**src/design/boxavg_pkg.sv**
```systemverilog
// Package for the box-average downsampler.
// Shared types and constants: configuration register map, block info beat.
// No dependencies.
package boxavg_pkg;

    localparam int CFG_INDEX_W   = 2;
    localparam int CFG_DATA_W    = 13;
    localparam int FACTOR_REG_W  = 5;
    localparam int SIZE_REG_W    = 13;
    localparam int COORD_W       = 12;
    localparam int ROW_W         = 12;
    localparam int MAX_HEIGHT    = 4096;
    localparam int PLANES        = 3;

    localparam logic [FACTOR_REG_W-1:0] FACTOR_RESET = 5'd2;
    localparam logic [SIZE_REG_W-1:0]   WIDTH_RESET  = 13'd4096;
    localparam logic [SIZE_REG_W-1:0]   HEIGHT_RESET = 13'd4096;

    typedef enum logic [CFG_INDEX_W-1:0] {
        REG_FACTOR = 2'd0,
        REG_WIDTH  = 2'd1,
        REG_HEIGHT = 2'd2,
        REG_COLOUR = 2'd3
    } cfg_reg_t;

    typedef struct packed {
        logic               first;
        logic               last;
        logic               frame_last;
        logic [COORD_W-1:0] col;
        logic [COORD_W-1:0] row;
    } blk_info_t;

endpackage

```
**src/design/boxavg_div.sv**
```systemverilog
// Pipelined restoring divider, one quotient bit per stage.
// Depends on boxavg_pkg.
module boxavg_div #(
    parameter int SAMPLE_BITS = 16,
    parameter int ACC_W       = 26,
    parameter int DIV_W       = 10
) (
    input  logic                       clk,
    input  logic                       rst_n,
    input  logic                       in_valid,
    output logic                       in_ready,
    input  logic [ACC_W-1:0]           in_value,
    input  boxavg_pkg::blk_info_t      in_info,
    input  logic [DIV_W-1:0]           divisor,
    output logic                       out_valid,
    input  logic                       out_ready,
    output logic [SAMPLE_BITS-1:0]     quotient,
    output boxavg_pkg::blk_info_t      out_info
);

    localparam int SB = SAMPLE_BITS;
    localparam int EW = ACC_W + DIV_W;

    logic                  v_reg    [SB];
    logic [ACC_W-1:0]      rem_reg  [SB];
    logic [SB-1:0]         q_reg    [SB];
    boxavg_pkg::blk_info_t info_reg [SB];
    logic                  rdy      [SB+1];

    assign rdy[SB]   = out_ready;
    assign in_ready  = rdy[0];
    assign out_valid = v_reg[SB-1];
    assign quotient  = q_reg[SB-1];
    assign out_info  = info_reg[SB-1];

    for (genvar j = 0; j < SB; j++)
    begin : g_stage
        logic                  v_in;
        logic [ACC_W-1:0]      rem_in;
        logic [SB-1:0]         q_in;
        boxavg_pkg::blk_info_t info_in;
        logic [EW-1:0]         shifted;
        logic                  take;

        if (j == 0)
        begin : g_first
            assign v_in    = in_valid;
            assign rem_in  = in_value;
            assign q_in    = '0;
            assign info_in = in_info;
        end
        else
        begin : g_next
            assign v_in    = v_reg[j-1];
            assign rem_in  = rem_reg[j-1];
            assign q_in    = q_reg[j-1];
            assign info_in = info_reg[j-1];
        end

        // Stage j decides quotient bit SB-1-j.
        assign shifted = EW'(divisor) << (SB - 1 - j);
        assign take    = EW'(rem_in) >= shifted;
        assign rdy[j]  = !v_reg[j] || rdy[j+1];

        always_ff @(posedge clk or negedge rst_n)
        begin
            if (!rst_n)
            begin
                v_reg[j] <= 1'b0;
            end
            else if (rdy[j])
            begin
                v_reg[j] <= v_in;
            end
        end

        always_ff @(posedge clk)
        begin
            if (rdy[j] && v_in)
            begin
                rem_reg[j]  <= take ? ACC_W'(EW'(rem_in) - shifted) : rem_in;
                q_reg[j]    <= {q_in[SB-2:0], take};
                info_reg[j] <= info_in;
            end
        end
    end

endmodule

```
**config.mk**
```make
export PLATFORM = sky130hd
export DESIGN_NAME = boxavg_div
export DESIGN_NICKNAME = d
export VERILOG_FILES = /design/src/design/boxavg_pkg.sv /design/src/design/boxavg_div.sv
export SDC_FILE = /design/constraint.sdc
export NUM_CORES = 1
export LEC_CHECK = 0
export ABC_CLOCK_PERIOD_IN_PS = 5650
export BUFFER_PORTS_ARGS = -buffer_cell sky130_fd_sc_hd__clkbuf_2
export CAP_MARGIN = 25
export CORE_UTILIZATION = 40
export DETAILED_ROUTE_END_ITERATION = 8
export GPL_TIMING_DRIVEN = 0
export HOLD_SLACK_MARGIN = 0.08
export SYNTH_ARGS = -nofsm -noshare
export SYNTH_HDL_FRONTEND = slang
export SYNTH_SLANG_ARGS = --single-unit
```
**constraint.sdc**
```tcl
create_clock -name clk -period 5.65 [get_ports clk]
set_input_delay 0.2825 -clock clk [delete_from_list [all_inputs] [get_ports clk]]
set_output_delay 0.2825 -clock clk [all_outputs]
set_load 0.02 [all_outputs]
```
==> results.py <==
metrics = {
    "yosys": {
        "syn_inst": 2683,
        "syn_nets": 2925,
        "synth_most_common_cell": "edfxtp_1",
        "synth_flop_cell": "edfxtp_1",
        "synth_seq_cells": 974,
        "ys_types": 76,
        "yosysTopAreaCell": "edfxtp_1",
        "synth_edf_count": 958,
        "yosys.area.top_type_share": 0.706,
        "ys_seq_area_frac": 0.715,
        "async_flop_share": 0.0164,
        "synth_common_cells": "edfxtp_1, nor2_1, ha_1",
        "synthTopCellsByArea": "edfxtp_1, ha_1, xnor2_1",
        "syn_area_per_cell_um2": 15.2,
        "ys.warnings.count": 0,
        "netlist_area_um2": 40800,
    },
    "clocking": {
        "post_cts.repair.setup_buffers": 0,
        "path_clk_slew_ps": 60,
        "clkLatencyLatePin_ps": 690,
        "clock_sinks": 974,
        "cts-root-buf": "clkbuf_16",
        "clk_path_buf_depth": 3,
        "htreeDepth": 3,
        "cts-buffers-inserted": 100,
        "cts_tree": "done",
    },
    "route": {
        "viasPerCell": 5.11,
        "drtAntennaViolNets": 0,
        "routedWlPerCell_um": 18.2,
        "wirelength_mm": 80.5,
        "vias": 22500,
        "drt_first_pass_iters": 6,
        "dr.first_iter.drc_count": 1541,
        "drcViolationCount": 0,
    },
    "floorplan": {
        "die_w_um": 321,
        "dieArea_um2": 103000,
        "die_h_um": 321,
        "core_um2": 101000,
        "io_pins": 112,
        "rows": 116,
        "start_util": 0.405,
    },
    "sta": {
        "clock_skew_ps": 42.5,
        "max_freq_ghz": 0.257,
        "layout_worst_path_cycle_share": 0.690,
        "rsz0062_at_grt": "no",
        "setup_viol": 0,
        "setup_tns_ps": 0,
        "timing.final.crit_period_ps": 3900,
        "fin_hold_ws_ps": 118,
        "finalHoldViolCount": 0,
        "max_slew_margin": 0.326,
        "tightest_slew_ps": 999,
        "finalMaxSlewViolations": 0,
    },
    "worst_setup_path": {
        "crit_chain": "nand4b_1 > nor2_1 > nand3_1 > nor4_1 > and3_1 > nand3_1 > clkbuf_2",
        "critical_path_class": "reg2out",
        "cp.arrival_ps": 3610,
        "critPathMaxFanout": 5,
        "end_kind": "primary output",
        "crit_top_cell": "nand3_1",
        "slowest_stage": "nor4_1",
        "start_kind": "register",
        "critical_path.max_stage_delay_ps": 880,
        "required_ps": 5370,
    },
    "final_layout": {
        "largest_reg_flops": 432,
        "fin_cells": 4410,
        "syn2layout_area_growth_pct": 16.6,
        "drive_gt1_frac": 0.125,
        "nNetsFinal": 3218,
        "num_antenna_cells": 0,
        "final.fill_count": 8574,
    },
    "place": {
        "place_congestion": 0.871,
        "dp_hpwl_mm": 56.2,
        "portBuffers": 111,
        "dp.cells": 4174,
    },
    "grt": {
        "grt-ovfl-total": 0,
        "grt_start_max_net_pins": 65,
        "grt_pass1_vias": 23000,
        "grt_pass1_wl_mm": 126,
        "track_usage": 0.156,
        "antenna_found_initial": 0,
    },
    "job": {
        "maxCapViolCount": 0,
    },
    "hold_path": {
        "hold_path_class": "in2async",
    },
    "status": {
        "status": "finished, final reports clean",
    },
    "pwr": {
        "powerDensity_nw_per_um2": 462,
        "peakVddDrop_mv": 0.425,
        "p_leak_nw": 16.8,
        "p_total_mw": 22.0,
    },
}
==> critical path, delay by kind of cell (launching register included) <==
| family | cells | cell delay [ps] |
|---|---|---|
| buf+inv | 1 | 210 |
| flops | 1 | 390 |
| simple gates | 6 | 2360 |
==> per-layer routing <==
layer | share of wire | GRT usage | wire length, um
met5 | 0 | 0 | 0
met4 | 0.039 | 0.0701 | 3130
met3 | 0.043 | 0.0294 | 3490
met2 | 0.48 | 0.265 | 39000
met1 | 0.43 | 0.195 | 34800
==> cell usage in the layout, fill, tap and decap left out, types with 36 or more instances in the layout <==
cell type      synthesis  layout
a21o_1                41      41
a21oi_1              138     138
clkbuf_16              0     100
clkbuf_2               0     111
dlygate4sd3_1          0      56
edfxtp_1             958     958
ha_1                 160     160
inv_1                 76      71
mux2_2                36      36
nand2_1              151     151
nand2b_1              42      42
nand3_1               44      44
nor2_1               174     174
nor2b_1               40      37
nor3_1                68      68
nor4_1                47      47
o21ai_0              133     133
xnor2_1               97      97
xor2_1                93      93
==> final timing paths <==
kind,start,end,slack (ps),depth (start not counted)
min in group clk,divisor[1],rem_reg[0][16],210,3
worst min register to register,q_reg[0][32],q_reg[0][49],400,0
worst min-delay path,rst_n,g_stage[6].v_in,120,2
worst max register to register,out_valid,info_reg[0][9],1890,8
worst max-delay path,out_valid,in_ready,1750,7
max in group asynchronous,rst_n,g_stage[4].v_in,5180,2
==> cell type report <==
cell class / instances / area, um2 / share of cell area
plain buffers: 26 / 121 / 0.00255
clock buffers: 111 / 2540 / 0.0535
clock inverters: 68 / 797 / 0.0168
inverters: 76 / 285 / 0.00600
multi-input cells: 1607 / 11300 / 0.237
flip-flops and latches: 974 / 29200 / 0.614
well taps: 1357 / 1700 / 0.0357
repair buffers: 191 / 1660 / 0.0348
==> logic make-up after synthesis <==
family | after synthesis | share of synthesized area
flip-flops | 974 | 0.715
AND/OR/NAND/NOR | 728 | 0.0935
AO/OA/AOI/OAI | 469 | 0.0716
XOR/XNOR | 190 | 0.0408
adder cells (fa/ha/maj) | 175 | 0.0565
buffers and inverters | 102 | 0.00997
multiplexers | 45 | 0.0122
==> report_power, final <==
part | switching, mW | internal (mW)
combinational | 2.74 | 1.99
sequential | 0.762 | 9.88
clock | 2.72 | 3.86
==> timing repair <==
item,4_1_cts,5_1_grt
resized for setup,0,0
hold buffers,56,0
endpoints found under the hold margin,72,0
endpoints found under the setup margin,0,0
==> metrics by stage <==
| step | util | worst slack [ps] | area (um2) |
|---|---|---|---|
| 2_1_floorplan | - | 1210 | 40800 |
| 3_3_place_gp | 0.428 | -231 | 43000 |
| 3_5_place_dp | 0.434 | 1010 | 43600 |
| 4_1_cts | 0.472 | 1670 | 47500 |
| 5_1_grt | 0.473 | 1450 | 47500 |
| 6_report | 0.473 | 1750 | 47500 |
Note: power is estimated with default switching activity, not from simulation.
