===== src/design/boxavg_pkg.sv =====
// Package for the box-average downsampler.
// Shared types and constants: configuration register map, block info beat.
// No dependencies.
package boxavg_pkg;

    localparam int CFG_INDEX_W   = 2;
    localparam int CFG_DATA_W    = 13;
    localparam int FACTOR_REG_W  = 5;
    localparam int SIZE_REG_W    = 13;
    localparam int COORD_W       = 12;
    localparam int ROW_W         = 12;
    localparam int MAX_HEIGHT    = 4096;
    localparam int PLANES        = 3;

    localparam logic [FACTOR_REG_W-1:0] FACTOR_RESET = 5'd2;
    localparam logic [SIZE_REG_W-1:0]   WIDTH_RESET  = 13'd4096;
    localparam logic [SIZE_REG_W-1:0]   HEIGHT_RESET = 13'd4096;

    typedef enum logic [CFG_INDEX_W-1:0] {
        REG_FACTOR = 2'd0,
        REG_WIDTH  = 2'd1,
        REG_HEIGHT = 2'd2,
        REG_COLOUR = 2'd3
    } cfg_reg_t;

    typedef struct packed {
        logic               first;
        logic               last;
        logic               frame_last;
        logic [COORD_W-1:0] col;
        logic [COORD_W-1:0] row;
    } blk_info_t;

endpackage


===== src/design/boxavg_ctrl.sv =====
// Configuration registers, raster position counters and block decode.
// Depends on boxavg_pkg.
module boxavg_ctrl #(
    parameter int MAX_WIDTH   = 4096,
    parameter int MAX_FACTOR  = 16,
    parameter int SAMPLE_BITS = 16,
    parameter int DIV_W       = 10
) (
    input  logic                                  clk,
    input  logic                                  rst_n,
    input  logic                                  cfg_write,
    input  logic [boxavg_pkg::CFG_INDEX_W-1:0]    cfg_index,
    input  logic [boxavg_pkg::CFG_DATA_W-1:0]     cfg_data,
    input  logic                                  accept,
    input  logic [SAMPLE_BITS-1:0]                red_sample,
    input  logic [SAMPLE_BITS-1:0]                green_sample,
    input  logic [SAMPLE_BITS-1:0]                blue_sample,
    output logic                                  blk_valid,
    output logic [$clog2(MAX_WIDTH)-1:0]          blk_addr,
    output logic [SAMPLE_BITS+1:0]                blk_sample,
    output boxavg_pkg::blk_info_t                 blk_info,
    output logic [DIV_W-1:0]                      div_value,
    output logic                                  row_busy
);

    localparam int AW  = $clog2(MAX_WIDTH);
    localparam int WW  = $clog2(MAX_WIDTH + 1);
    localparam int OW  = $clog2(MAX_FACTOR);
    localparam int FW  = $clog2(MAX_FACTOR + 1);
    localparam int FXW = (FW > boxavg_pkg::FACTOR_REG_W) ? FW : boxavg_pkg::FACTOR_REG_W;
    localparam int WXW = (WW > boxavg_pkg::SIZE_REG_W) ? WW : boxavg_pkg::SIZE_REG_W;
    localparam int HW  = boxavg_pkg::SIZE_REG_W;
    localparam int RW  = boxavg_pkg::ROW_W;
    localparam int CEW = AW + FW + 1;
    localparam int REW = RW + FW + 1;
    localparam int SW  = SAMPLE_BITS + 2;
    localparam int CW  = $clog2(RW);
    localparam int PW  = OW + 1;

    logic [boxavg_pkg::FACTOR_REG_W-1:0] factor_reg;
    logic [boxavg_pkg::SIZE_REG_W-1:0]   width_reg;
    logic [boxavg_pkg::SIZE_REG_W-1:0]   height_reg;
    logic                                colour_reg;
    logic [DIV_W-1:0]                    div_reg;
    logic [DIV_W-1:0]                    div_next;

    logic [AW-1:0] pcol_reg;
    logic [RW-1:0] prow_reg;
    logic [OW-1:0] wcol_reg;
    logic [OW-1:0] wrow_reg;
    logic [AW-1:0] bcol_reg;
    logic [RW-1:0] brow_reg;
    logic [OW-1:0] rrow_reg;
    logic          row_busy_reg;
    logic [CW-1:0] row_bit_reg;

    logic [FXW-1:0]  factor_x;
    logic [WXW-1:0]  width_x;
    logic [FW-1:0]   d;
    logic [WW-1:0]   w;
    logic [HW-1:0]   h;
    logic [2*FW-1:0] dd;

    logic [CEW-1:0] col_end;
    logic [REW-1:0] row_end;
    logic           col_fit;
    logic           row_fit;
    logic           col_final;
    logic           row_final;
    logic           col_wrap;
    logic           row_wrap;
    logic           wcol_wrap;
    logic           wrow_wrap;
    logic           rrow_wrap;
    logic           factor_write;
    logic [PW-1:0]  row_partial;
    logic           row_take;
    logic [OW-1:0]  row_rem;

    // Clamp the raw register values into their legal ranges.
    assign factor_x = FXW'(factor_reg);
    assign width_x  = WXW'(width_reg);
    assign d = (factor_x == '0) ? FW'(1) :
               (factor_x > FXW'(MAX_FACTOR)) ? FW'(MAX_FACTOR) : FW'(factor_x);
    assign w = (width_x == '0) ? WW'(1) :
               (width_x > WXW'(MAX_WIDTH)) ? WW'(MAX_WIDTH) : WW'(width_x);
    assign h = (height_reg == '0) ? HW'(1) :
               (height_reg > HW'(boxavg_pkg::MAX_HEIGHT)) ? HW'(boxavg_pkg::MAX_HEIGHT)
                                                          : height_reg;

    // A block fits when its far edge stays inside the image.
    assign col_end   = (CEW'(bcol_reg) + CEW'(1)) * CEW'(d);
    assign row_end   = (REW'(brow_reg) + REW'(1)) * REW'(d);
    assign col_fit   = col_end <= CEW'(w);
    assign row_fit   = row_end <= REW'(h);
    assign col_final = (col_end + CEW'(d)) > CEW'(w);
    assign row_final = (row_end + REW'(d)) > REW'(h);

    assign col_wrap  = (WW'(pcol_reg) + WW'(1)) >= w;
    assign row_wrap  = (HW'(prow_reg) + HW'(1)) >= h;
    assign wcol_wrap = (FW'(wcol_reg) + FW'(1)) >= d;
    assign wrow_wrap = (FW'(wrow_reg) + FW'(1)) >= d;
    assign rrow_wrap = (FW'(rrow_reg) + FW'(1)) >= d;

    assign blk_valid  = accept && col_fit && row_fit;
    assign blk_addr   = bcol_reg;
    assign blk_sample = SW'(red_sample) +
                        (colour_reg ? (SW'(green_sample) + SW'(blue_sample)) : SW'(0));

    assign blk_info.first      = (wcol_reg == '0) && (wrow_reg == '0);
    assign blk_info.last       = ((FW'(wcol_reg) + FW'(1)) == d) &&
                                 ((FW'(wrow_reg) + FW'(1)) == d);
    assign blk_info.frame_last = col_final && row_final;
    assign blk_info.col        = boxavg_pkg::COORD_W'(bcol_reg);
    assign blk_info.row        = boxavg_pkg::COORD_W'(brow_reg);

    assign dd        = (2*FW)'(d) * (2*FW)'(d);
    assign div_next  = colour_reg ? DIV_W'(dd * boxavg_pkg::PLANES) : DIV_W'(dd);
    assign div_value = div_reg;

    // One restoring step of pixel row / factor, row bits taken from the top.
    assign factor_write = cfg_write &&
                          (boxavg_pkg::cfg_reg_t'(cfg_index) == boxavg_pkg::REG_FACTOR);
    assign row_partial  = {rrow_reg, prow_reg[row_bit_reg]};
    assign row_take     = row_partial >= PW'(d);
    assign row_rem      = row_take ? OW'(row_partial - PW'(d)) : OW'(row_partial);
    assign row_busy     = row_busy_reg;

    always_ff @(posedge clk or negedge rst_n)
    begin
        if (!rst_n)
        begin
            factor_reg <= boxavg_pkg::FACTOR_RESET;
            width_reg  <= boxavg_pkg::WIDTH_RESET;
            height_reg <= boxavg_pkg::HEIGHT_RESET;
            colour_reg <= 1'b0;
            div_reg    <= DIV_W'(boxavg_pkg::FACTOR_RESET * boxavg_pkg::FACTOR_RESET);
        end
        else
        begin
            div_reg <= div_next;
            if (cfg_write)
            begin
                unique case (boxavg_pkg::cfg_reg_t'(cfg_index))
                    boxavg_pkg::REG_FACTOR:
                        factor_reg <= cfg_data[boxavg_pkg::FACTOR_REG_W-1:0];
                    boxavg_pkg::REG_WIDTH:
                        width_reg <= cfg_data[boxavg_pkg::SIZE_REG_W-1:0];
                    boxavg_pkg::REG_HEIGHT:
                        height_reg <= cfg_data[boxavg_pkg::SIZE_REG_W-1:0];
                    boxavg_pkg::REG_COLOUR:
                        colour_reg <= cfg_data[0];
                    default:
                        colour_reg <= colour_reg;
                endcase
            end
        end
    end

    // Advance the raster position on every accepted beat.
    always_ff @(posedge clk or negedge rst_n)
    begin
        if (!rst_n)
        begin
            pcol_reg <= '0;
            prow_reg <= '0;
            wcol_reg <= '0;
            wrow_reg <= '0;
            bcol_reg <= '0;
        end
        else if (accept)
        begin
            if (col_wrap)
            begin
                pcol_reg <= '0;
                wcol_reg <= '0;
                bcol_reg <= '0;
                if (row_wrap)
                begin
                    prow_reg <= '0;
                    wrow_reg <= '0;
                end
                else
                begin
                    prow_reg <= prow_reg + RW'(1);
                    if (wrow_wrap)
                    begin
                        wrow_reg <= '0;
                    end
                    else
                    begin
                        wrow_reg <= wrow_reg + OW'(1);
                    end
                end
            end
            else
            begin
                pcol_reg <= pcol_reg + AW'(1);
                if (wcol_wrap)
                begin
                    wcol_reg <= '0;
                    bcol_reg <= bcol_reg + AW'(1);
                end
                else
                begin
                    wcol_reg <= wcol_reg + OW'(1);
                end
            end
        end
    end

    // Track block row = pixel row / factor. A factor write rebuilds it one
    // quotient bit per cycle; hold the input until that is done.
    always_ff @(posedge clk or negedge rst_n)
    begin
        if (!rst_n)
        begin
            brow_reg     <= '0;
            rrow_reg     <= '0;
            row_busy_reg <= 1'b0;
            row_bit_reg  <= '0;
        end
        else if (factor_write)
        begin
            brow_reg     <= '0;
            rrow_reg     <= '0;
            row_busy_reg <= 1'b1;
            row_bit_reg  <= CW'(RW - 1);
        end
        else if (row_busy_reg)
        begin
            brow_reg <= {brow_reg[RW-2:0], row_take};
            rrow_reg <= row_rem;
            if (row_bit_reg == '0)
            begin
                row_busy_reg <= 1'b0;
            end
            else
            begin
                row_bit_reg <= row_bit_reg - CW'(1);
            end
        end
        else if (accept && col_wrap)
        begin
            if (row_wrap)
            begin
                brow_reg <= '0;
                rrow_reg <= '0;
            end
            else if (rrow_wrap)
            begin
                rrow_reg <= '0;
                brow_reg <= brow_reg + RW'(1);
            end
            else
            begin
                rrow_reg <= rrow_reg + OW'(1);
            end
        end
    end

endmodule


===== config.mk =====
export PLATFORM = sky130hd
export DESIGN_NAME = boxavg_ctrl
export DESIGN_NICKNAME = d
export VERILOG_FILES = /design/src/design/boxavg_pkg.sv /design/src/design/boxavg_ctrl.sv
export SDC_FILE = /design/constraint.sdc
export NUM_CORES = 1
export LEC_CHECK = 0
export BUFFER_PORTS_ARGS = -buffer_cell sky130_fd_sc_hd__buf_2
export CORE_MARGIN = 10
export CORE_UTILIZATION = 52
export CTS_CLUSTER_SIZE = 30
export DETAILED_ROUTE_END_ITERATION = 6
export PLACE_DENSITY = 0.77
export SLEW_MARGIN = 10
export SYNTH_ARGS = -nofsm -noshare
export SYNTH_HDL_FRONTEND = slang
export SYNTH_SLANG_ARGS = --single-unit

===== constraint.sdc =====
create_clock -name clk -period 13.42 [get_ports clk]
set_clock_uncertainty 0.15 [all_clocks]
set_input_delay 0 -clock clk [delete_from_list [all_inputs] [get_ports clk]]
set_output_delay 0 -clock clk [all_outputs]
set_load 0.005 [all_outputs]

==> run metrics, run 1 <==
Ys Warns 0; worst skew pair latency 0.38 ns; Max VDD drop 0.0000983 V; Sinks on Clock Net 107; M3 GR Usage 3.21%; pwr/cell area 163 mW/mm^2; number of global-route vias before repair 12,626; gpl congestion 0.949; clock tree buffer depth 2; Mapped Cells 1,710; max cap viols 0; Layout Nets 2,187; dpl hpwl 30,800 um; Hold WC Path Type primary input to asynchronous set/reset pin; H-tree depth 3; PortBufs 135; cts repair resizes 0; initial antenna violation count 1; Worst-Margin Slew 1.04 ns; static leakage power 0.00834 uW; Main synth FF type dfrtp_1; largest net degree at the start of global routing 65; Iter 0 DRT Violations 908; Post-synth top cells ha_1 (216), nand2_1 (168), nor2_1 (162), inv_1 (125), dfrtp_1 (103); crit start category flop; Final Setup Violations 0; top post-synthesis cells by area ha_1 (18%), dfrtp_1 (18%), fa_1 (10%); DIE HEIGHT 188 um; CTS tree yes; cts bufs inserted 9; I/O pin count 136; Worst-path clk slew 0.08 ns; met2 usage 36.9%; crit path time final 7.65 ns; ys async rst share 100%; area share of the largest cell type after synthesis 18.5%; Core Rows 61; remaining antenna violation count 0; GR Util All Layers 21.4%; grt met1 use 27.4%; Final Cell Area 0.0162 mm^2; dpl cell area 0.0156 mm^2; outcome finished clean; layer with the highest usage met2; number of flops mapped to enable cells by yosys 0; routed len/inst 17.4 um; proportion of layout cells with a drive suffix above 1 13.2%; Final Hold Fails 0; first-pass GRT wire length 63,300 um; Worst setup EP type primary output; Required @ worst endpoint 13.27 ns; crit-path max FO 23; Tcrit/Tclk final 57.0%; Unique masters post-synth 85; postcts setup bufs 0; Slew Viols, Final 0; Slew HR 30.6%; unrepaired setup endpoints after global routing false; DR vias/cell 5.78; syn avg cell area 8.55 um^2; vias 12,795; Total Negative Setup Slacks 0 ns; clk root buf clkbuf_16; Core ar. 0.0278 mm^2; # DRC 0; leading area contributor after synthesis ha_1; Mapped Area 0.0146 mm^2; CP Class flop to primary output; Area growth, synth to finish 10.4%; Worst EP arrival 7.50 ns; die width 188 um; Max Fclk 131 MHz; flops & latches, synth 107; grt total ovfl 0; Initial Util 52.7%; most frequent cell after synthesis ha_1; Pre-Repair DR Iteration Count 5; drt total wl 38,500 um; register area share after synthesis 18.3%; die area 0.0352 mm^2
through the flow:
stage	setup slack, ns	total power, uW	hold WS (ns)	instances	utilization [%]
after CTS	5.88	2620	0.0265	2212	58.1
after floorplan	7.34	1830	-0.446	1712	-
final	5.77	2630	0.00517	2213	58.2
after global routing	5.22	2890	0.0830	2213	58.2
after detailed placement	6.32	2310	-0.117	2172	56.1
after global placement	6.43	2240	-0.123	2172	56.1
repair_timing:
action,in CTS,in global routing
hold endpoints to repair,87,0
setup endpoints to repair,0,0
hold buffers,24,0
routing by layer:
layer | share of wire, % | wire, um | vias to the layer above
met3 | 5.4 | 2090 | 55
met4 | 2.1 | 818 | 0
li1 | - | - | 6164
met1 | 44 | 17000 | 6217
met2 | 48 | 18600 | 359
met5 | 0 | 0 | -
kinds of logic (layout without fill, tap and decap cells):
logic type	after synthesis	after routing	synth area share (%)
compound gates	323	323	15.0
xor+xnor	145	145	9.01
fa+ha+maj	291	291	28.7
buf+inv	192	314	5.26
flops	107	107	18.3
mux	47	47	3.81
other cells	1	4	0.0256
simple gates	604	604	19.8
power by group:
part	switching, uW	internal [uW]
registers	128	406
clock network	147	150
logic	1000	795
total	1280	1350
path summary, 6_finish.rpt:
path / startpoint / to / slack, ns / cells past startpoint
max reg2reg: factor_reg[4]$_DFFE_PN0P_ / brow_reg[4]$_DFFE_PN0P_ / 7.90 / 14
max: factor_reg[4]$_DFFE_PN0P_ / blk_valid / 5.77 / 24
min: rst_n / div_value[1]$_DFF_PN0_ / 0.005 / 2
min reg2reg: factor_reg[1]$_DFFE_PN1P_ / factor_reg[1]$_DFFE_PN1P_ / 0.37 / 2
min in group clk: cfg_write / row_bit_reg[2]$_DFFE_PN0P_ / 0.07 / 4
max in group asynchronous: rst_n / pcol_reg[6]$_DFFE_PN0P_ / 11.89 / 3
layout by cell type, fill, tap and decap left out, types with 8 or more instances in the layout:
cell | netlist | layout
o21a_1 | 18 | 18
nand3_1 | 62 | 62
nand2_1 | 168 | 168
nor2_1 | 162 | 162
fa_1 | 75 | 75
a31oi_1 | 10 | 10
nor4_1 | 9 | 9
o21ai_1 | 12 | 12
xor2_1 | 59 | 59
a211oi_1 | 12 | 11
a21o_1 | 49 | 49
nor3_1 | 28 | 28
clkbuf_16 | 0 | 9
buf_2 | 3 | 134
mux2_2 | 34 | 34
nor2b_1 | 21 | 21
o31ai_1 | 11 | 11
xnor2_1 | 81 | 81
or2_2 | 8 | 8
a21oi_1 | 62 | 62
inv_1 | 125 | 125
o21ai_0 | 68 | 68
nand4_1 | 20 | 20
and2_1 | 30 | 30
buf_4 | 12 | 14
ha_1 | 216 | 216
nand2b_1 | 35 | 35
and3_1 | 32 | 32
dlygate4sd3_1 | 0 | 24
dfrtp_1 | 103 | 103
final cells by class:
cell class | count | area [um^2]
clock buffer | 9 | 225
antenna | 1 | 2.50
sequential | 107 | 2680
tap | 378 | 473
multi-input combinational | 1413 | 11200
inverter | 126 | 473
timing repair buffer | 172 | 1020
fill | 2521 | 11600
clock inverter | 7 | 93.8
worst max-delay path: stages (launching register included):
cell and delay (ns):
dfrtp_1 0.78, inv_1 0.30, nand2_1 0.16, buf_4 0.32
nor2_1 0.11, fa_1 0.49, fa_1 0.56, inv_1 0.06
fa_1 0.52, inv_1 0.04, ha_1 0.40, a21oi_1 0.41
o31ai_1 0.16, xor2_1 0.29, ha_1 0.31, a21o_1 0.18
a21o_1 0.16, a21oi_1 0.13, o21ai_1 0.08, a21o_1 0.19
a211o_1 0.30, a2111oi_0 0.64, o211ai_1 0.19, nor3_1 0.18
buf_2 0.15
Power figures use the tool's default switching activity.
==> inputs of run 2 (changes only) <==
--- a/config.mk
+++ b/config.mk
@@ -10,7 +10,7 @@
 export CORE_UTILIZATION = 52
 export CTS_CLUSTER_SIZE = 30
 export DETAILED_ROUTE_END_ITERATION = 6
-export PLACE_DENSITY = 0.77
+export PLACE_DENSITY = 0.8
 export SLEW_MARGIN = 10
 export SYNTH_ARGS = -nofsm -noshare
 export SYNTH_HDL_FRONTEND = slang
==> constraint.sdc (replaced) <==
create_clock -name clk -period 6.33 [get_ports clk]
set_clock_uncertainty 0.15 [all_clocks]
set_input_delay 0 -clock clk [delete_from_list [all_inputs] [get_ports clk]]
set_output_delay 0 -clock clk [all_outputs]
set_load 0.005 [all_outputs]
==> run metrics, run 2 (synthesis results as in run 1) <==
Core Rows 61 (unchanged); Core ar. 0.0278 mm^2 (unchanged); Core Util, Final 62.6% (+4.4 points); I/O pin count 136 (unchanged); Worst setup EP type primary output; Iter 0 DRT Violations 1,052 (+16%); Filler cells 2,265 (-10%); Required @ worst endpoint 6.18 ns (-7.09 ns); # DRC 0 (unchanged); GR Util All Layers 22.5% (+1.1 points); routed len/inst 18.2 um (+4.9%); CTS tree yes; Worst EP arrival 6.29 ns (-1.21 ns); PortBufs 135 (unchanged); clk root buf clkbuf_16; gpl congestion 0.924 (-2.7%); grt total ovfl 0 (unchanged); slowest CP cell fa_1; crit start category flop; crit-path max cell delay 0.58 ns (-0.20 ns); crit-path max FO 4 (-83%); static leakage power 0.00882 uW (+5.8%); drt total wl 41,800 um (+8.6%); R2R depth 24 (+10); Slew HR 36.9% (+6.3 points); proportion of layout cells with a drive suffix above 1 21.7% (+8.5 points); hold slack 0.000474 ns (-0.00470 ns); dpl hpwl 31,000 um (+0.86%); Total Negative Setup Slacks -0.175 ns (-0.175 ns); Worst-Margin Slew 0.944 ns (-0.0966 ns); CP Depth 26 (+8.3%); Psw 2950 uW (+130%); Logic pwr share 72.3% (+3.9 points); remaining antenna violation count 0 (unchanged); Tcrit/Tclk final 102%; cts bufs inserted 9 (unchanged); outcome finished with violations; commonest non-fill, non-tap cell in the layout ha_1; Max Fclk 155 MHz; most frequent cells in the layout ha_1 (203), nand2_1 (166), nor2_1 (148); Top delay family on crit path adder cells; unrepaired setup endpoints after global routing true; DR vias/cell 5.87 (+1.5%); Sinks on Clock Net 107 (unchanged); Max VDD drop 0.000221 V (+120%); Worst Path Buf+Inv 2 (-3); clock tree buffer depth 2 (unchanged); crit path time final 6.44 ns; Worst-path clk slew 0.09 ns (about the same); Tot Pwr 6130 uW (+130%); sequential share of power 18.1% (-2.2 points); sw frac 48.2% (-0.40 points); number of global-route vias before repair 13,390 (+6.1%); DIE HEIGHT 188 um (unchanged); failing checks setup timing; die width 188 um (unchanged); Final Setup Violations 2 (+2); initial antenna violation count 1 (unchanged); largest net degree at the start of global routing 64 (-1.5%); Layout Nets 2,265 (+3.6%); Pre-Repair DR Iteration Count 5 (unchanged); internal power 3180 uW (+130%); first-pass GRT wire length 66,700 um (+5.4%); worst slack at placement -0.144 ns (-6.47 ns); H-tree depth 3 (unchanged); Slew Viols, Final 0 (unchanged); vias 13,443 (+5.1%); worst skew pair latency 0.39 ns (about the same); min setup slack post-route -0.111 ns (-5.88 ns); pwr/cell area 352 mW/mm^2 (+120%); die area 0.0352 mm^2 (unchanged); Initial Util 52.7% (unchanged); Hold WC Path Type primary input to asynchronous set/reset pin; Final Hold Fails 0 (unchanged); max cap viols 0 (unchanged); Clock power frac 9.5% (-1.8 points); CP Class flop to primary output; Area growth, synth to finish 18.9%
==> run 2: cell count changes in the layout (fill, tap and decap cells not counted), moves of 10 or more <==
| cell | previous run | this run |
|---|---|---|
| nor2_2 | 3 | 14 |
| xnor2_2 | 3 | 15 |
| buf_4 | 14 | 83 |
| nor2_1 | 162 | 148 |
| ha_1 | 216 | 203 |
| ha_4 | 0 | 10 |
| xnor2_1 | 81 | 67 |
==> run 2: metrics by stage <==
step / std cells / cell area, um^2
floorplan: 1712 / 14600
global placement: 2221 / 16000
detailed placement: 2221 / 16000
CTS: 2274 / 16900
global route: 2290 / 17400
finish: 2290 / 17400
==> run 2: power groups by stage <==
stage / clock (uW) / combinational, uW / sequential (uW)
final: 583 / 4430 / 1110
after global routing: 612 / 4950 / 1140
after CTS: 583 / 4110 / 1100
after detailed placement: 0 / 3910 / 1100
after global placement: 0 / 3780 / 1090
after floorplan: 0 / 2860 / 1030
==> run 2: area by class of cell <==
| type | instances | area, um^2 | share of cell area [%] |
|---|---|---|---|
| inverter | 126 | 473 | 2.72 |
| clock buffer | 10 | 229 | 1.32 |
| timing repair buffer | 250 | 1670 | 9.59 |
| tap | 378 | 473 | 2.72 |
| antenna | 1 | 2.50 | 0.0144 |
| sequential | 107 | 2690 | 15.5 |
| clock inverter | 5 | 46.3 | 0.266 |
| multi-input combinational | 1413 | 11800 | 67.9 |
==> run 2: final timing paths <==
check,from,slack [ns],end
worst max-delay path,blk_addr[1]$_DFFE_PN0P_,-0.11,blk_info[24]
worst min-delay path,rst_n,0.0005,div_value[5]$_DFF_PN0_
worst max register to register,factor_reg[4]$_DFFE_PN0P_,1.23,div_value[9]$_DFF_PN0_
worst min register to register,factor_reg[1]$_DFFE_PN1P_,0.37,factor_reg[1]$_DFFE_PN1P_
max in group asynchronous,rst_n,4.77,blk_addr[2]$_DFFE_PN0P_
min in group clk,cfg_write,0.07,row_bit_reg[2]$_DFFE_PN0P_
==> run 2: repair_timing <==
| action | in CTS | in global routing |
|---|---|---|
| endpoints found under the setup margin | 2 | 2 |
| pin swaps | 30 | 44 |
| endpoints found under the hold margin | 86 | 0 |
| hold buffers | 22 | 0 |
| setup buffers | 17 | 15 |
| resized for setup | 64 | 72 |
==> run 2: routing by layer <==
| metal | global-route usage [%] | up-vias | share of wire [%] |
|---|---|---|---|
| met1 | 28.9 | 6564 | 43 |
| met3 | 3.43 | 75 | 6.1 |
| met2 | 38.5 | 481 | 48 |
| met4 | 6.09 | 0 | 2.5 |
| li1 | - | 6323 | - |
| met5 | 0 | - | 0 |
==> inputs of run 3 (changes only) <==
--- a/config.mk
+++ b/config.mk
@@ -6,11 +6,13 @@
 export NUM_CORES = 1
 export LEC_CHECK = 0
 export BUFFER_PORTS_ARGS = -buffer_cell sky130_fd_sc_hd__buf_2
+export CELL_PAD_IN_SITES_DETAIL_PLACEMENT = 1
+export CELL_PAD_IN_SITES_GLOBAL_PLACEMENT = 1
 export CORE_MARGIN = 10
-export CORE_UTILIZATION = 52
+export CORE_UTILIZATION = 43
 export CTS_CLUSTER_SIZE = 30
 export DETAILED_ROUTE_END_ITERATION = 6
-export PLACE_DENSITY = 0.8
+export PLACE_DENSITY = 0.86
 export SLEW_MARGIN = 10
 export SYNTH_ARGS = -nofsm -noshare
 export SYNTH_HDL_FRONTEND = slang
==> run metrics, run 3 (synthesis results as in run 1) <==
PortBufs 135 (unchanged); Sinks on Clock Net 107 (unchanged); Slew HR 30.5% (-6.4 points); largest net degree at the start of global routing 71 (+11%); remaining antenna violation count 0 (unchanged); min setup slack post-route -1.01 ns (-0.899 ns); Max Fclk 136 MHz (-12%); Area growth, synth to finish 20.7%; CP Class flop to primary output; Core ar. 0.0335 mm^2 (+21%); Final Hold Fails 9 (+9); Worst-path clk slew 0.11 ns (+0.02 ns); Final Setup Violations 2 (unchanged); commonest non-fill, non-tap cell in the layout ha_1; Pre-Repair DR Iteration Count 6 (+1); most frequent cells in the layout ha_1 (204), nand2_1 (164), nor2_1 (150); GR Util All Layers 28.1% (+5.6 points); number of global-route vias before repair 16,024 (+20%); Worst setup EP type primary output; crit start category flop; I/O pin count 136 (unchanged); DR vias/cell 6.44 (+9.7%); crit path time final 7.34 ns (+0.899 ns); gpl congestion 0.903 (-2.2%); H-tree depth 3 (unchanged); Max VDD drop 0.000207 V (-6.3%); static leakage power 0.00889 uW (+0.73%); Iter 0 DRT Violations 1,436 (+37%); Total Negative Setup Slacks -1.88 ns (-1.71 ns); die width 204 um (+8.9%); worst slack at placement -0.193 ns (-0.0494 ns); outcome finished with violations; routed len/inst 27.8 um (+52%); cts bufs inserted 9 (unchanged); max cap viols 0 (unchanged); pwr/cell area 410 mW/mm^2 (+16%); drt total wl 65,900 um (+58%); dpl hpwl 38,700 um (+25%); DIE HEIGHT 204 um (+8.9%); Initial Util 43.6% (-9.0 points); first-pass GRT wire length 91,600 um (+37%); # DRC 0 (unchanged); Core Rows 67 (+9.8%); failing checks hold timing, setup timing; die area 0.0418 mm^2 (+19%); proportion of layout cells with a drive suffix above 1 22.9% (+1.1 points); clk root buf clkbuf_16; grt total ovfl 0 (unchanged); Tcrit/Tclk final 116% (+14 points); CTS tree yes; clock tree buffer depth 2 (unchanged); Core Util, Final 52.7% (-9.9 points); Worst-Margin Slew 1.04 ns (+0.0989 ns); unrepaired setup endpoints after global routing true; initial antenna violation count 2 (+1); worst skew pair latency 0.41 ns (+0.02 ns); crit-path max FO 11 (+7); hold slack -0.0114 ns (-0.0118 ns); Required @ worst endpoint 6.18 ns (about the same); vias 15,260 (+14%); Slew Viols, Final 0 (unchanged); crit-path max cell delay 0.68 ns (+0.10 ns); Layout Nets 2,274 (+0.40%); Worst EP arrival 7.19 ns (+0.90 ns); slowest CP cell fa_2; Hold WC Path Type primary input to asynchronous set/reset pin
[run 3: layout make-up]
cell class | instances | area, um^2
Fill cell | 3946 | 15900
Multi-Input combinational cell | 1413 | 11900
Sequential cell | 107 | 2690
Timing Repair Buffer | 259 | 1750
Tap cell | 448 | 561
Inverter | 126 | 478
Clock buffer | 9 | 225
Clock inverter | 7 | 86.3
Antenna cell | 1 | 2.50
[run 3: worst max-delay path: cells and delay by family (launching register included)]
family          cells  cell delay [ns]
flops               1             0.45
xor+xnor            2             0.39
simple gates        6             1.53
compound gates      9             1.47
buf+inv             6             1.10
fa+ha+maj           4             1.80
[run 3: worst paths after layout]
path	start	endpoint	slack (ns)	cells past startpoint
max in group asynchronous	rst_n	blk_addr[3]$_DFFE_PN0P_	4.53	3
hold reg to reg	width_reg[0]$_DFFE_PN0P_	width_reg[0]$_DFFE_PN0P_	0.40	1
hold / removal	rst_n	div_value[9]$_DFF_PN0_	-0.01	2
setup / recovery	factor_reg[4]$_DFFE_PN0P_	blk_info[24]	-1.01	27
setup reg to reg	factor_reg[4]$_DFFE_PN0P_	div_value[9]$_DFF_PN0_	1.00	24
min in group clk	cfg_write	row_bit_reg[2]$_DFFE_PN0P_	0.09	4
[run 3: per-stage QoR]
| step | total power [uW] | instance area [um^2] | std cells | hold slack (ns) |
|---|---|---|---|---|
| 2_1_floorplan | 3880 | 14600 | 1712 | -0.446 |
| 3_3_place_gp | 4940 | 16000 | 2288 | -0.141 |
| 3_5_place_dp | 5260 | 16000 | 2288 | -0.116 |
| 4_1_cts | 6270 | 17400 | 2360 | 0.0118 |
| 5_1_grt | 7560 | 17700 | 2369 | 0.0514 |
| 6_report | 7240 | 17700 | 2370 | -0.0114 |
[run 3: metal layers]
layer | share of wire, % | global-route usage [%]
met2 | 46 | 46.8
met5 | 0.052 | 0
met1 | 35 | 31.0
met3 | 10 | 7.18
met4 | 8.8 | 19.0
[run 3: power breakdown]
part           total, uW  leakage [uW]  internal [uW]  switching (uW)
Combinational       5430       0.00739           2210            3220
Sequential          1160       0.00135            865             293
Clock                650      0.000151            286             363
[run 3: repair_timing]
action / CTS / global route
gates resized for setup: 112 / 38
pin swaps: 57 / 28
setup endpoints to repair: 2 / 2
hold buffers: 19 / 0
endpoints found under the hold margin: 80 / 0
buffers inserted: 38 / 9
